<file path="src/rtl/core/pva_pkg.sv">
// ============================================================================
// pva_pkg
// Shared field widths, operation and mode codes, register indexes and the
// free queue control bundle for the voice allocator.
// ============================================================================
`default_nettype none

package pva_pkg;

  localparam int NOTE_W     = 7;
  localparam int VEL_W      = 7;
  localparam int VNUM_W     = 4;
  localparam int MODE_W     = 2;
  localparam int CFG_IDX_W  = 2;
  localparam int CFG_DATA_W = 5;

  localparam logic OP_NOTE_ON  = 1'b0;
  localparam logic OP_NOTE_OFF = 1'b1;

  localparam logic [MODE_W-1:0] MODE_NONE   = 2'd0;
  localparam logic [MODE_W-1:0] MODE_OLDEST = 2'd1;
  localparam logic [MODE_W-1:0] MODE_LOWER  = 2'd2;

  localparam logic [CFG_IDX_W-1:0] REG_STEAL_MODE  = 2'd0;
  localparam logic [CFG_IDX_W-1:0] REG_VOICE_COUNT = 2'd1;

  localparam int VC_RESET = 16;

  typedef struct packed {
    logic rebuild;
    logic rd;
    logic pop;
    logic push;
  } fq_ctl_t;

endpackage

`default_nettype wire

</file>
<file path="src/rtl/core/pva_ram.sv">
// ============================================================================
// pva_ram
// Generic single write port, single read port RAM with registered read data.
// ============================================================================
`default_nettype none

module pva_ram #(
  parameter int WIDTH = 8,
  parameter int DEPTH = 16
) (
  input  wire logic                                  clk,
  input  wire logic                                  wr_en,
  input  wire logic [(DEPTH > 1 ? $clog2(DEPTH) : 1)-1:0] wr_addr,
  input  wire logic [WIDTH-1:0]                      wr_data,
  input  wire logic                                  rd_en,
  input  wire logic [(DEPTH > 1 ? $clog2(DEPTH) : 1)-1:0] rd_addr,
  output logic      [WIDTH-1:0]                      rd_data
);

  logic [WIDTH-1:0] mem_r [DEPTH];
  logic [WIDTH-1:0] rd_data_r;

  always_ff @(posedge clk) begin
    if (wr_en) begin
      mem_r[wr_addr] <= wr_data;
    end
    if (rd_en) begin
      rd_data_r <= mem_r[rd_addr];
    end
  end

  assign rd_data = rd_data_r;

endmodule

`default_nettype wire

</file>
<file path="src/rtl/core/pva_free_q.sv">
// ============================================================================
// pva_free_q
// Circular queue of free voices. Entries not written since the last rebuild
// read as their own address, which gives the in-order voice list at once.
// ============================================================================
`default_nettype none

module pva_free_q #(
  parameter int NUM_VOICES  = 16,
  parameter int RESET_COUNT = 16
) (
  input  wire logic                                             clk,
  input  wire logic                                             rst_n,
  input  wire pva_pkg::fq_ctl_t                                 ctl,
  input  wire logic [$clog2(NUM_VOICES+1)-1:0]                  rebuild_count,
  input  wire logic [(NUM_VOICES > 1 ? $clog2(NUM_VOICES) : 1)-1:0] push_voice,
  output logic      [(NUM_VOICES > 1 ? $clog2(NUM_VOICES) : 1)-1:0] head_voice,
  output logic      [$clog2(NUM_VOICES+1)-1:0]                  count
);

  localparam int VW = (NUM_VOICES > 1) ? $clog2(NUM_VOICES) : 1;
  localparam int CW = $clog2(NUM_VOICES + 1);
  localparam int SUMW = CW + 1;

  logic [VW-1:0]         head_r, head_nxt;
  logic [CW-1:0]         count_r, count_nxt;
  logic [NUM_VOICES-1:0] written_r, written_nxt;
  logic                  was_written_r;
  logic [VW-1:0]         rd_addr_r;
  logic [SUMW-1:0]       tail_sum;
  logic [VW-1:0]         tail;
  logic [VW-1:0]         ram_rdata;

  always_comb begin
    tail_sum = SUMW'(head_r) + SUMW'(count_r);
    if (tail_sum >= SUMW'(NUM_VOICES)) begin
      tail = VW'(tail_sum - SUMW'(NUM_VOICES));
    end else begin
      tail = VW'(tail_sum);
    end
  end

  always_comb begin
    head_nxt    = head_r;
    count_nxt   = count_r;
    written_nxt = written_r;
    if (ctl.rebuild) begin
      head_nxt    = '0;
      count_nxt   = rebuild_count;
      written_nxt = '0;
    end else if (ctl.pop) begin
      if (head_r == VW'(NUM_VOICES - 1)) begin
        head_nxt = '0;
      end else begin
        head_nxt = head_r + VW'(1);
      end
      count_nxt = count_r - CW'(1);
    end else if (ctl.push) begin
      written_nxt[tail] = 1'b1;
      count_nxt         = count_r + CW'(1);
    end
  end

  always_ff @(posedge clk) begin
    if (!rst_n) begin
      head_r    <= '0;
      count_r   <= CW'(RESET_COUNT);
      written_r <= '0;
    end else begin
      head_r    <= head_nxt;
      count_r   <= count_nxt;
      written_r <= written_nxt;
    end
  end

  always_ff @(posedge clk) begin
    if (ctl.rd) begin
      was_written_r <= written_r[head_r];
      rd_addr_r     <= head_r;
    end
  end

  pva_ram #(
    .WIDTH (VW),
    .DEPTH (NUM_VOICES)
  ) u_ram (
    .clk     (clk),
    .wr_en   (ctl.push),
    .wr_addr (tail),
    .wr_data (push_voice),
    .rd_en   (ctl.rd),
    .rd_addr (head_r),
    .rd_data (ram_rdata)
  );

  assign head_voice = was_written_r ? ram_rdata : rd_addr_r;
  assign count      = count_r;

endmodule

`default_nettype wire

</file>
<file path="src/rtl/core/polyphonic_voice_allocator_core.sv">
// ============================================================================
// polyphonic_voice_allocator_core
// Assigns voices to note-on events and releases them on note-off, with
// optional stealing of a sounding voice when no voice is free.
// ============================================================================
//
//  channel | direction | handshake          | payload
//  --------+-----------+--------------------+-----------------------------------
//  in_     | input     | in_valid/in_stall  | operation, note, velocity
//  out_    | output    | out_valid/out_stall| voice_number, gate, voice_note,
//          |           |                    | voice_velocity
//  cfg_    | input     | cfg_valid/cfg_ready| cfg_index, cfg_data
//
//  Note-on with a free voice: free queue read, commit, emit.
//  Steal or note-off: accept, scan the sounding entries, shift the entries
//  behind the chosen one, commit, emit; no result when no entry is chosen.
//  Scan and shift read one entry at a time over the single RAM read port.
//  Reset is synchronous; no clearing pass, the free queue is rebuilt at once.
//  in_stall is high while a transaction is in work; one result waits in the
//  output register while the next transaction is taken.
// ============================================================================
`default_nettype none

module polyphonic_voice_allocator_core #(
  parameter int NUM_VOICES = 16
) (
  input  wire logic                              clk,
  input  wire logic                              rst_n,
  input  wire logic                              in_valid,
  output logic                                   in_stall,
  input  wire logic                              in_operation,
  input  wire logic [pva_pkg::NOTE_W-1:0]        in_note,
  input  wire logic [pva_pkg::VEL_W-1:0]         in_velocity,
  output logic                                   out_valid,
  input  wire logic                              out_stall,
  output logic      [pva_pkg::VNUM_W-1:0]        out_voice_number,
  output logic                                   out_gate,
  output logic      [pva_pkg::NOTE_W-1:0]        out_voice_note,
  output logic      [pva_pkg::VEL_W-1:0]         out_voice_velocity,
  input  wire logic                              cfg_valid,
  output logic                                   cfg_ready,
  input  wire logic [pva_pkg::CFG_IDX_W-1:0]     cfg_index,
  input  wire logic [pva_pkg::CFG_DATA_W-1:0]    cfg_data
);

  localparam int VW   = (NUM_VOICES > 1) ? $clog2(NUM_VOICES) : 1;
  localparam int CW   = $clog2(NUM_VOICES + 1);
  localparam int NW   = pva_pkg::NOTE_W;
  localparam int SW   = NW + VW;
  localparam int VNW  = pva_pkg::VNUM_W;
  localparam int CLW  = 7;
  localparam int VC_RST = (pva_pkg::VC_RESET > NUM_VOICES) ? NUM_VOICES : pva_pkg::VC_RESET;

  localparam logic [2:0] ST_IDLE    = 3'd0;
  localparam logic [2:0] ST_FREE_RD = 3'd1;
  localparam logic [2:0] ST_SCAN    = 3'd2;
  localparam logic [2:0] ST_WALK    = 3'd3;
  localparam logic [2:0] ST_FINISH  = 3'd4;
  localparam logic [2:0] ST_EMIT    = 3'd5;

  logic [2:0]                  state_r, state_nxt;
  logic [CW-1:0]               scount_r, scount_nxt;
  logic [pva_pkg::MODE_W-1:0]  mode_r, mode_nxt;
  logic                        out_valid_r, out_valid_nxt;
  logic                        pend_r, pend_nxt;
  logic                        wpend_r, wpend_nxt;
  logic                        found_r, found_nxt;

  logic                        op_r, op_nxt;
  logic [NW-1:0]               note_r, note_nxt;
  logic [pva_pkg::VEL_W-1:0]   vel_r, vel_nxt;
  logic [NW-1:0]               low_r, low_nxt;
  logic [CW-1:0]               scan_idx_r, scan_idx_nxt;
  logic [VW-1:0]               pend_pos_r, pend_pos_nxt;
  logic [VW-1:0]               hit_pos_r, hit_pos_nxt;
  logic [VW-1:0]               hit_voice_r, hit_voice_nxt;
  logic [CW-1:0]               walk_idx_r, walk_idx_nxt;
  logic [VW-1:0]               wpos_r, wpos_nxt;
  logic [VW-1:0]               out_voice_r, out_voice_nxt;
  logic                        out_gate_r, out_gate_nxt;
  logic [NW-1:0]               out_note_r, out_note_nxt;
  logic [pva_pkg::VEL_W-1:0]   out_vel_r, out_vel_nxt;

  pva_pkg::fq_ctl_t            fq_ctl;
  logic [CW-1:0]               fq_count;
  logic [VW-1:0]               fq_head_voice;
  logic [CLW-1:0]              cfg_wide;
  logic [CW-1:0]               vc_clamped;

  logic                        snd_we;
  logic [VW-1:0]               snd_waddr;
  logic [SW-1:0]               snd_wdata;
  logic                        snd_re;
  logic [VW-1:0]               snd_raddr;
  logic [SW-1:0]               snd_rdata;

  logic [NW-1:0]               entry_note;
  logic [VW-1:0]               entry_voice;
  logic [NW-1:0]               cmp_key;
  logic                        cmp_eq;
  logic                        cmp_lt;
  logic                        match;
  logic                        first_hit;
  logic                        hit_now;
  logic                        scan_more;
  logic                        walk_more;
  logic [VW-1:0]               walk_from;

  always_comb begin
    cfg_wide = CLW'(cfg_data);
    if (cfg_wide == '0) begin
      vc_clamped = CW'(1);
    end else if (cfg_wide > CLW'(NUM_VOICES)) begin
      vc_clamped = CW'(NUM_VOICES);
    end else begin
      vc_clamped = CW'(cfg_wide);
    end
  end

  assign entry_note  = snd_rdata[SW-1:VW];
  assign entry_voice = snd_rdata[VW-1:0];
  assign cmp_key     = (op_r == pva_pkg::OP_NOTE_OFF) ? note_r : low_r;
  assign cmp_eq      = (entry_note == cmp_key);
  assign cmp_lt      = (entry_note < cmp_key);
  assign first_hit   = (op_r == pva_pkg::OP_NOTE_OFF) || (mode_r == pva_pkg::MODE_OLDEST);
  assign scan_more   = (scan_idx_r < scount_r);
  assign walk_more   = (walk_idx_r < scount_r);
  assign hit_now     = pend_r && match;
  assign walk_from   = hit_now ? pend_pos_r : hit_pos_r;

  always_comb begin
    if (op_r == pva_pkg::OP_NOTE_OFF) begin
      match = cmp_eq;
    end else if (mode_r == pva_pkg::MODE_OLDEST) begin
      match = 1'b1;
    end else begin
      match = cmp_lt;
    end
  end

  always_comb begin
    state_nxt     = state_r;
    scount_nxt    = scount_r;
    mode_nxt      = mode_r;
    out_valid_nxt = out_valid_r && out_stall;
    pend_nxt      = pend_r;
    wpend_nxt     = wpend_r;
    found_nxt     = found_r;
    op_nxt        = op_r;
    note_nxt      = note_r;
    vel_nxt       = vel_r;
    low_nxt       = low_r;
    scan_idx_nxt  = scan_idx_r;
    pend_pos_nxt  = pend_pos_r;
    hit_pos_nxt   = hit_pos_r;
    hit_voice_nxt = hit_voice_r;
    walk_idx_nxt  = walk_idx_r;
    wpos_nxt      = wpos_r;
    out_voice_nxt = out_voice_r;
    out_gate_nxt  = out_gate_r;
    out_note_nxt  = out_note_r;
    out_vel_nxt   = out_vel_r;
    fq_ctl        = '0;
    snd_we        = 1'b0;
    snd_waddr     = scount_r[VW-1:0];
    snd_wdata     = {note_r, hit_voice_r};
    snd_re        = 1'b0;
    snd_raddr     = scan_idx_r[VW-1:0];

    case (state_r)
      ST_IDLE: begin
        if (cfg_valid) begin
          if (cfg_index == pva_pkg::REG_STEAL_MODE) begin
            mode_nxt = cfg_data[pva_pkg::MODE_W-1:0];
          end else if (cfg_index == pva_pkg::REG_VOICE_COUNT) begin
            fq_ctl.rebuild = 1'b1;
            scount_nxt     = '0;
          end
        end
        if (in_valid) begin
          op_nxt       = in_operation;
          note_nxt     = in_note;
          vel_nxt      = in_velocity;
          low_nxt      = in_note;
          scan_idx_nxt = '0;
          pend_nxt     = 1'b0;
          found_nxt    = 1'b0;
          if (in_operation == pva_pkg::OP_NOTE_ON && fq_count != '0) begin
            fq_ctl.rd = 1'b1;
            state_nxt = ST_FREE_RD;
          end else if (scount_r != '0 && (in_operation == pva_pkg::OP_NOTE_OFF ||
                       mode_r == pva_pkg::MODE_OLDEST || mode_r == pva_pkg::MODE_LOWER)) begin
            state_nxt = ST_SCAN;
          end
        end
      end
      ST_FREE_RD: begin
        hit_voice_nxt = fq_head_voice;
        fq_ctl.pop    = 1'b1;
        state_nxt     = ST_FINISH;
      end
      ST_SCAN: begin
        pend_nxt = scan_more;
        if (scan_more) begin
          snd_re       = 1'b1;
          snd_raddr    = scan_idx_r[VW-1:0];
          scan_idx_nxt = scan_idx_r + CW'(1);
          pend_pos_nxt = scan_idx_r[VW-1:0];
        end
        if (hit_now) begin
          found_nxt     = 1'b1;
          hit_pos_nxt   = pend_pos_r;
          hit_voice_nxt = entry_voice;
          low_nxt       = entry_note;
        end
        if ((hit_now && first_hit) || (!scan_more && !pend_r && found_r)) begin
          walk_idx_nxt = CW'(walk_from) + CW'(1);
          wpend_nxt    = 1'b0;
          state_nxt    = ST_WALK;
        end else if (!scan_more && !pend_r) begin
          state_nxt = ST_IDLE;
        end
      end
      ST_WALK: begin
        wpend_nxt = walk_more;
        if (walk_more) begin
          snd_re       = 1'b1;
          snd_raddr    = walk_idx_r[VW-1:0];
          walk_idx_nxt = walk_idx_r + CW'(1);
          wpos_nxt     = VW'(walk_idx_r - CW'(1));
        end
        if (wpend_r) begin
          snd_we    = 1'b1;
          snd_waddr = wpos_r;
          snd_wdata = snd_rdata;
        end
        if (!walk_more && !wpend_r) begin
          scount_nxt = scount_r - CW'(1);
          state_nxt  = ST_FINISH;
        end
      end
      ST_FINISH: begin
        if (op_r == pva_pkg::OP_NOTE_ON) begin
          snd_we     = 1'b1;
          scount_nxt = scount_r + CW'(1);
        end else begin
          fq_ctl.push = 1'b1;
        end
        state_nxt = ST_EMIT;
      end
      ST_EMIT: begin
        if (!out_valid_r || !out_stall) begin
          out_valid_nxt = 1'b1;
          out_voice_nxt = hit_voice_r;
          out_gate_nxt  = (op_r == pva_pkg::OP_NOTE_ON);
          out_note_nxt  = note_r;
          out_vel_nxt   = (op_r == pva_pkg::OP_NOTE_ON) ? vel_r : '0;
          state_nxt     = ST_IDLE;
        end
      end
      default: begin
        state_nxt = ST_IDLE;
      end
    endcase
  end

  always_ff @(posedge clk) begin
    if (!rst_n) begin
      state_r     <= ST_IDLE;
      scount_r    <= '0;
      mode_r      <= pva_pkg::MODE_NONE;
      out_valid_r <= 1'b0;
      pend_r      <= 1'b0;
      wpend_r     <= 1'b0;
      found_r     <= 1'b0;
    end else begin
      state_r     <= state_nxt;
      scount_r    <= scount_nxt;
      mode_r      <= mode_nxt;
      out_valid_r <= out_valid_nxt;
      pend_r      <= pend_nxt;
      wpend_r     <= wpend_nxt;
      found_r     <= found_nxt;
    end
  end

  always_ff @(posedge clk) begin
    op_r        <= op_nxt;
    note_r      <= note_nxt;
    vel_r       <= vel_nxt;
    low_r       <= low_nxt;
    scan_idx_r  <= scan_idx_nxt;
    pend_pos_r  <= pend_pos_nxt;
    hit_pos_r   <= hit_pos_nxt;
    hit_voice_r <= hit_voice_nxt;
    walk_idx_r  <= walk_idx_nxt;
    wpos_r      <= wpos_nxt;
    out_voice_r <= out_voice_nxt;
    out_gate_r  <= out_gate_nxt;
    out_note_r  <= out_note_nxt;
    out_vel_r   <= out_vel_nxt;
  end

  pva_free_q #(
    .NUM_VOICES  (NUM_VOICES),
    .RESET_COUNT (VC_RST)
  ) u_free_q (
    .clk           (clk),
    .rst_n         (rst_n),
    .ctl           (fq_ctl),
    .rebuild_count (vc_clamped),
    .push_voice    (hit_voice_r),
    .head_voice    (fq_head_voice),
    .count         (fq_count)
  );

  pva_ram #(
    .WIDTH (SW),
    .DEPTH (NUM_VOICES)
  ) u_sounding_ram (
    .clk     (clk),
    .wr_en   (snd_we),
    .wr_addr (snd_waddr),
    .wr_data (snd_wdata),
    .rd_en   (snd_re),
    .rd_addr (snd_raddr),
    .rd_data (snd_rdata)
  );

  assign in_stall           = (state_r != ST_IDLE);
  assign cfg_ready          = (state_r == ST_IDLE);
  assign out_valid          = out_valid_r;
  assign out_voice_number   = VNW'(out_voice_r);
  assign out_gate           = out_gate_r;
  assign out_voice_note     = out_note_r;
  assign out_voice_velocity = out_vel_r;

  a_voice_total: assert property (@(posedge clk) disable iff (!rst_n)
    ((CW+1)'(scount_r) + (CW+1)'(fq_count)) <= (CW+1)'(NUM_VOICES))
    else $error("free and sounding voices exceed the voice pool");

  a_scan_nonempty: assert property (@(posedge clk) disable iff (!rst_n)
    state_r == ST_SCAN |-> scount_r != '0)
    else $error("scan started on an empty sounding queue");

  a_walk_has_hit: assert property (@(posedge clk) disable iff (!rst_n)
    state_r == ST_WALK |-> found_r)
    else $error("queue shift without a chosen voice");

  a_append_room: assert property (@(posedge clk) disable iff (!rst_n)
    (state_r == ST_FINISH && op_r == pva_pkg::OP_NOTE_ON) |-> scount_r < CW'(NUM_VOICES))
    else $error("sounding queue full at append");

  a_emit_result: assert property (@(posedge clk) disable iff (!rst_n)
    (state_r == ST_EMIT && !(out_valid_r && out_stall)) |=> (out_valid_r && state_r == ST_IDLE))
    else $error("result not loaded when output register was free");

endmodule

`default_nettype wire

</file>
<file path="config.mk">
export PLATFORM = sky130hd
export DESIGN_NAME = polyphonic_voice_allocator_core
export DESIGN_NICKNAME = d
export VERILOG_FILES = /design/src/rtl/core/pva_pkg.sv /design/src/rtl/core/pva_ram.sv /design/src/rtl/core/pva_free_q.sv /design/src/rtl/core/polyphonic_voice_allocator_core.sv
export SDC_FILE = /design/constraint.sdc
export NUM_CORES = 1
export LEC_CHECK = 0
export BUFFER_PORTS_ARGS = -buffer_cell sky130_fd_sc_hd__buf_2
export CAP_MARGIN = 25
export CORE_MARGIN = 1
export CORE_UTILIZATION = 39
export DETAILED_ROUTE_END_ITERATION = 8
export PLACE_DENSITY_LB_ADDON = 0.25
export SLEW_MARGIN = 20
export SYNTH_ARGS = -nofsm -noshare
export SYNTH_HDL_FRONTEND = slang
export SYNTH_SLANG_ARGS = --single-unit
</file>
<file path="constraint.sdc">
create_clock -name clk -period 3.8 [get_ports clk]
set_clock_uncertainty 0.15 [all_clocks]
set_input_delay 0.76 -clock clk [delete_from_list [all_inputs] [get_ports clk]]
set_output_delay 0.76 -clock clk [all_outputs]
set_load 0.1 [all_outputs]
</file>
After elaboration in Yosys (flattened, before gate mapping):

Memories as Yosys holds them, arrays and structs flattened. A register that Yosys moved wholly into a read port is not among the register bits.
Cells that the tools add are included.

* add/sub/neg operators: 11
* $mul: 0
* divide/modulo/power cells: 0
* $lt $le $gt $ge: 8
* equality and inequality tests: 23
* shift operators: 0
* mux-type cells: 74
* bitwise gates (word level): 5
* reductions and logical operators: 46

Operators by type and width (count)
* 5-bit 2-to-1 mux: 14
* 4-bit 2-to-1 mux: 9
* 1-bit 2-to-1 mux: 25
* 11-bit 2-to-1 mux: 2
* 3-bit 2-to-1 mux: 7
* 7-bit 2-to-1 mux: 3
* 5-bit by 1-bit adder with 5-bit output, second input constant: 4
* 2-bit != test, second input constant: 10
* 5-bit one-hot mux with 2 select lines: 2
* 3-bit one-hot mux with 6 select lines: 1
* 16-bit OR: 1
* 2-bit AND reduction: 8
* 5-bit one-hot mux with 3 select lines: 1
* 7-bit one-hot mux with 2 select lines: 1
* 3-bit AND reduction: 4
* 4-bit by 5-bit less-than comparator with 1-bit output, second input constant: 2
* 5-bit less-than comparator: 2
* 1-bit one-hot mux with 2 select lines: 5
* 5-bit nonzero test: 2
* 5-bit by 1-bit subtractor with 5-bit output, second input constant: 2
* 1-bit logical AND: 9
* 3-bit nonzero test: 3
* 4-bit one-hot mux with 2 select lines: 1
* 4-bit by 1-bit subtractor with 4-bit output, second input constant: 2
* 30 further kinds: 47

* register bits after elaboration: 111
* latch bits: 0
* RAM bits: 240
* ROM bits: 0
* bits of input ports: 27
* output and inout port bits: 22
* logic and storage cells: 195
* memories: 2

Memories
* u_sounding_ram.mem_r: words 16, bits a word 11, rd ports 1, clocked after memory_dff 1, wr ports 1, RTL line pva_ram.sv:20 `logic [WIDTH-1:0] mem_r [DEPTH];`
* u_free_q.u_ram.mem_r: words 16, bits a word 4, rd ports 1, clocked after memory_dff 1, wr ports 1, RTL line pva_ram.sv:20

Depth between registers and ports, before layout:

* word-level depth: 9
* gate-level depth with buffers: 14
* mapped depth without buffers: 12

Hierarchy:

Synthesis repeated with hierarchy kept, for this count alone.

* cell total of the unflattened synthesis: 933
* area total of the unflattened synthesis: 15547.4 µm²

By module, submodules not included
* pva_ram at u_sounding_ram: instances 1, cells an instance 305, area an instance 7108.1 µm², seq. area each 5615.4 µm²
* polyphonic_voice_allocator_core: instances 1, cells an instance 362, area an instance 4206.5 µm², seq. area each 2292.2 µm²
* pva_ram at u_free_q.u_ram: instances 1, cells an instance 130, area an instance 2706.3 µm², seq. area each 2042.0 µm²
* pva_free_q: instances 1, cells an instance 136, area an instance 1526.5 µm², seq. area each 650.6 µm²

Worst setup path before layout:

OpenSTA, ideal clock, no wires.

* path kind: flip-flop to flip-flop
* start: reg op_r
* end: reg walk_idx_r[4], data pin
* setup time: 0.268 ns
* arrival: 3.431 ns
* required time: 3.382 ns
* slack: -0.049 ns
* stages on the path, launching flop included: 15
* buffers on the path: 2
* period minus slack after synthesis: 3.849 ns
* cell sequence: edfxtp_1 > clkbuf_1 > buf_1 > mux2i_1 > ha_1 > a211oi_1 > nor2_1 > or3_1 > or4b_2 > o2111ai_1 > inv_1 > ha_1 > nand3_1 > xor2_1 > o21ai_0

* cells in the longest elaborated chain, start to end: 9
* elaborated cells between the ends (all ways): 10
* classes of those cells: add/sub (1); order compare (1); eq/ne (1); mux (6); reduce/logical (1)

RTL lines
* start, declared: RTL line polyphonic_voice_allocator_core.sv:69 `logic op_r, op_nxt;`
* start signal, assigned: RTL line polyphonic_voice_allocator_core.sv:288 `op_r <= op_nxt;`
* 7-bit 2-to-1 mux: RTL line polyphonic_voice_allocator_core.sv:122 `assign cmp_key = (op_r == pva_pkg::OP_NOTE_OFF) ? note_r : low_r;`
* 7-bit less-than comparator: RTL line polyphonic_voice_allocator_core.sv:124 `assign cmp_lt = (entry_note < cmp_key);`
* 1-bit 2-to-1 mux: RTL line polyphonic_voice_allocator_core.sv:134 `end else if (mode_r == pva_pkg::MODE_OLDEST) begin`
* 1-bit 2-to-1 mux *: RTL line polyphonic_voice_allocator_core.sv:132 `if (op_r == pva_pkg::OP_NOTE_OFF) begin`
* 1-bit logical AND *: RTL line polyphonic_voice_allocator_core.sv:128 `assign hit_now = pend_r && match;`
* 4-bit 2-to-1 mux *
* 4-bit by 1-bit adder with 5-bit output *: RTL line polyphonic_voice_allocator_core.sv:217 `walk_idx_nxt = CW'(walk_from) + CW'(1);`
* 5-bit 2-to-1 mux *: RTL line polyphonic_voice_allocator_core.sv:216 `if ((hit_now && first_hit) || (!scan_more && !pend_r && found_r)) begin`
* 5-bit one-hot mux with 2 select lines *: RTL line polyphonic_voice_allocator_core.sv:170 `case (state_r)`
* net walk_idx_nxt[4]: RTL line polyphonic_voice_allocator_core.sv:77 `logic [CW-1:0] walk_idx_r, walk_idx_nxt;`
* end signal, assigned: RTL line polyphonic_voice_allocator_core.sv:296 `walk_idx_r <= walk_idx_nxt;`
* end, declared: RTL line polyphonic_voice_allocator_core.sv:77

The timed path passes the listed nets; every way through them passes the cells marked *. The select of a mux whose other input is x is not followed.
A chain may end at the register's enable or synchronous reset.

Final worst setup path:

Same ends and word-level chain as after synthesis.

==> metrics.md <==
| Metric | Value |
|---|---|
| Status | completed |
| Setup repair after global routing missed its margin | no |
| Worst path top cell family by delay | simple AND/OR/NAND/NOR gates |
| Final Power | 11.3 mW |
| Max Root-Sink Buffers | 3 |
| Cell area after synthesis | 0.0156 mm² |
| WL/cell | 20.6 µm |
| Detailed placement HPWL | 24,000 µm |
| Initial antenna violation count | 1 |
| Clock transition at the registers of the reported paths | 0.06 ns |
| Top_reg_cell synth | edfxtp_1 |
| Distinct cells, synth | 66 |
| Sequential fraction of the synthesis area | 0.679 |
| Overall die height | 202 µm |
| Worst R2R Start | op_r$_DFFE_PP_ |
| CP max stage delay | 0.62 ns |
| Top-area cell type share of the netlist area | 0.629 |
| Final Hold Vio Count | 0 |
| CTS buffer count | 40 |
| Initial Util | 0.399 |
| Vias in the first global route | 9,047 |
| Max-cap violations | 0 |
| Setup tns final | 0 ns |
| Later-pin clock latency in the skew report | 0.54 ns |
| Die Footprint | 0.0408 mm² |
| Ys Warns | 0 |
| Hold path endpoint | vel_r[3]$_DFFE_PP_ |
| Worst-margin pin slew | 1.04 ns |
| 1st-iter DRT viols | 914 |
| Total number of vias | 9,299 |
| Yosys reg bits | 366 |
| Top post-synthesis cells by count | 327 x edfxtp_1, 83 x nor2_1, 73 x nand2_1 |
| Post-synth net total | 1,144 |
| GRT Util Overall | 0.177 |
| Critical path required time | 3.91 ns |
| Arrival time worst endpoint | 3.73 ns |
| Post-synthesis cell count | 1,086 |
| Grt ovf | 0 |
| FILL cells | 3,434 |
| DR pass1 iterations | 5 |
| VDD IR max | 0.367 mV |
| Average cell area after synthesis | 14.4 µm² |
| R2R Setup Slk | 0.18 ns |
| CTS root buf | clkbuf_16 |
| Htree depth | 2 |
| Setup-failing EPs final | 0 |
| Port bufs | 48 |
| Num ports | 49 |
| Largest net degree at the start of global routing | 45 |
| Site Rows | 72 |
| Area leader, netlist | edfxtp_1 |
| CP bufs+invs | 2 |
| Relative max-transition margin | 0.291 |
| P&R area growth vs syn | 15.9% |
| Peak Freq | 276 MHz |
| Critical Path Start | op_r$_DFFE_PP_ |
| Worst path slowest cell | or4b_2 |
| RePlAce Congestion | 0.818 |
| Via/cell ratio | 5.35 |
| Core area | 0.0391 mm² |
| Critical path launch point type | register |
| CP Capture Type | register |
| R2R cell count | 13 |
| Nets | 1,247 |
| Clk sink count | 366 |
| Fin crit period | 3.62 ns |
| Die width | 202 µm |
| HP Start | in_velocity[3] |
| Pleak | 6.32 nW |
| Most instantiated library cell after synthesis | edfxtp_1 |
| Slew Limit Fails | 0 |
| Routed Antenna Nets | 0 |
| Final Cycle Share | 0.953 |
| PD cells | 623 mW/mm² |
| Crit-path cells | buf_4 > mux2i_1 > ha_1 > a211oi_1 > nor2_1 > or3_4 > or4b_2 > o2111ai_1 > inv_1 > ha_1 > nand3_1 > xor2_1 > o21ai_0 |
| Share of cells above drive strength 1 | 0.202 |
| Crit path kind | reg -> reg |
| CTS tree | yes |
| Min-Delay Path Class | in -> reg |
| Hold bufs inserted after CTS | 0 |
| DRC | 0 |
| Most common cell on crit path | ha_1 |
| Post-synth EDFFs | 327 |
| Crit Reg-Reg Endpoint | walk_idx_r[4]$_DFFE_PP_ |
| Worst-path maximum fanout | 5 |
| Global-route wire length before repair | 54,600 µm |
| Top cells by area, synth | edfxtp_1 63%, dfxtp_1 5.0%, mux4_2 3.6% |
| Hold path depth | 1 |
| Asr flop ratio synth | 0 |
| Final wirelength | 35,800 µm |
layer usage:
layer,share of wire,GRT usage
met1,0.46,0.256
met5,0,0
met4,0.023,0.0528
met2,0.46,0.275
met3,0.058,0.0271
kinds of logic after synthesis:
logic type / count (synthesis) / share of synthesized area
AND/OR/NAND/NOR: 282 / 0.0875
buffers and inverters: 75 / 0.0200
multiplexers: 110 / 0.0940
flip-flops: 366 / 0.679
adder cells (fa/ha/maj): 31 / 0.0263
XOR/XNOR: 20 / 0.0112
AO/OA/AOI/OAI: 202 / 0.0818
through the flow:
stage / instance area, µm² / utilization / hold WS [ns] / std cells / setup WS (ns)
2_1_floorplan: 15600 / - / 0.256 / 1086 / 0.109
3_3_place_gp: 16800 / 0.429 / 0.294 / 1662 / 0.100
3_5_place_dp: 16800 / 0.429 / 0.309 / 1662 / 0.0509
4_1_cts: 18100 / 0.462 / 0.239 / 1735 / 0.0435
5_1_grt: 18100 / 0.463 / 0.244 / 1739 / 0.0176
6_report: 18100 / 0.463 / 0.259 / 1739 / 0.177
sequential cells by signal (all words and copies together), names as in the netlist, 5 cells and up:
name                    cells
u_free_q.count              5
u_free_q.written_r         16
walk_idx_r                  5
vel_r                       7
note_r                      7
out_voice_velocity          7
u_sounding_ram.rd_data     11
scount_r                    5
u_free_q.u_ram.mem_r       64
scan_idx_r                  5
out_voice_note              7
low_r                       7
u_sounding_ram.mem_r      176
worst max-delay path by stage:
stage	to	cells past startpoint	slack, ns
after floorplan	walk_idx_r[4]$_DFFE_PP_	14	0.11
after global placement	u_sounding_ram.rd_data[4]$_DFFE_PP_	11	0.10
after detailed placement	u_sounding_ram.rd_data[4]$_DFFE_PP_	11	0.05
after CTS	u_sounding_ram.rd_data[4]$_DFFE_PP_	11	0.04
after global routing	u_sounding_ram.rd_data[4]$_DFFE_PP_	11	0.02
final	walk_idx_r[4]$_DFFE_PP_	13	0.18
cell usage in the layout, fill, tap and decap left out, types with 3 or more instances in the layout:
cell	netlist	final
a21boi_0	4	4
edfxtp_1	327	327
nor3b_1	7	7
a21oi_1	66	65
mux4_2	25	25
a2111oi_0	9	8
clkinv_1	1	6
clkinv_2	0	10
inv_1	24	24
a21o_1	8	8
nand4b_1	3	3
buf_2	4	48
ha_1	28	28
xnor2_1	6	6
buf_12	0	3
o2111ai_1	13	13
buf_4	2	60
nand2b_1	9	9
bufinv_16	0	3
nand2_1	73	73
or3_1	7	6
xor2_1	14	14
nor2b_1	21	21
o22a_1	12	12
fa_1	3	3
mux2_2	35	35
clkbuf_1	36	10
nand4_1	5	5
nor3_1	13	13
nor2_1	83	83
nand3_1	43	43
mux2i_1	48	48
or4b_2	3	3
clkbuf_16	0	42
o21ai_0	59	58
a31oi_1	5	5
dfxtp_1	39	39
where the power goes:
group	total [mW]	internal, mW	switching, mW
combinational	2.47	0.931	1.54
clock	3.77	2.23	1.54
sequential	5.03	4.82	0.213
layout make-up:
cell class / count / area, µm² / area share
flip-flops and latches: 366 / 10600 / 0.586
multi-input cells: 645 / 4710 / 0.260
clock buffers: 52 / 1090 / 0.0602
repair buffers: 111 / 751 / 0.0415
well taps: 518 / 648 / 0.0358
clock inverters: 21 / 191 / 0.0106
inverters: 25 / 93.8 / 0.00519
diodes: 1 / 2.50 / 0.000138
timing repair:
action / CTS / global route
gates resized for setup: 0 / 2
setup buffers: 0 / 3
endpoints found under the setup margin: 0 / 2
No activity file was read; power rests on OpenSTA's default activity.
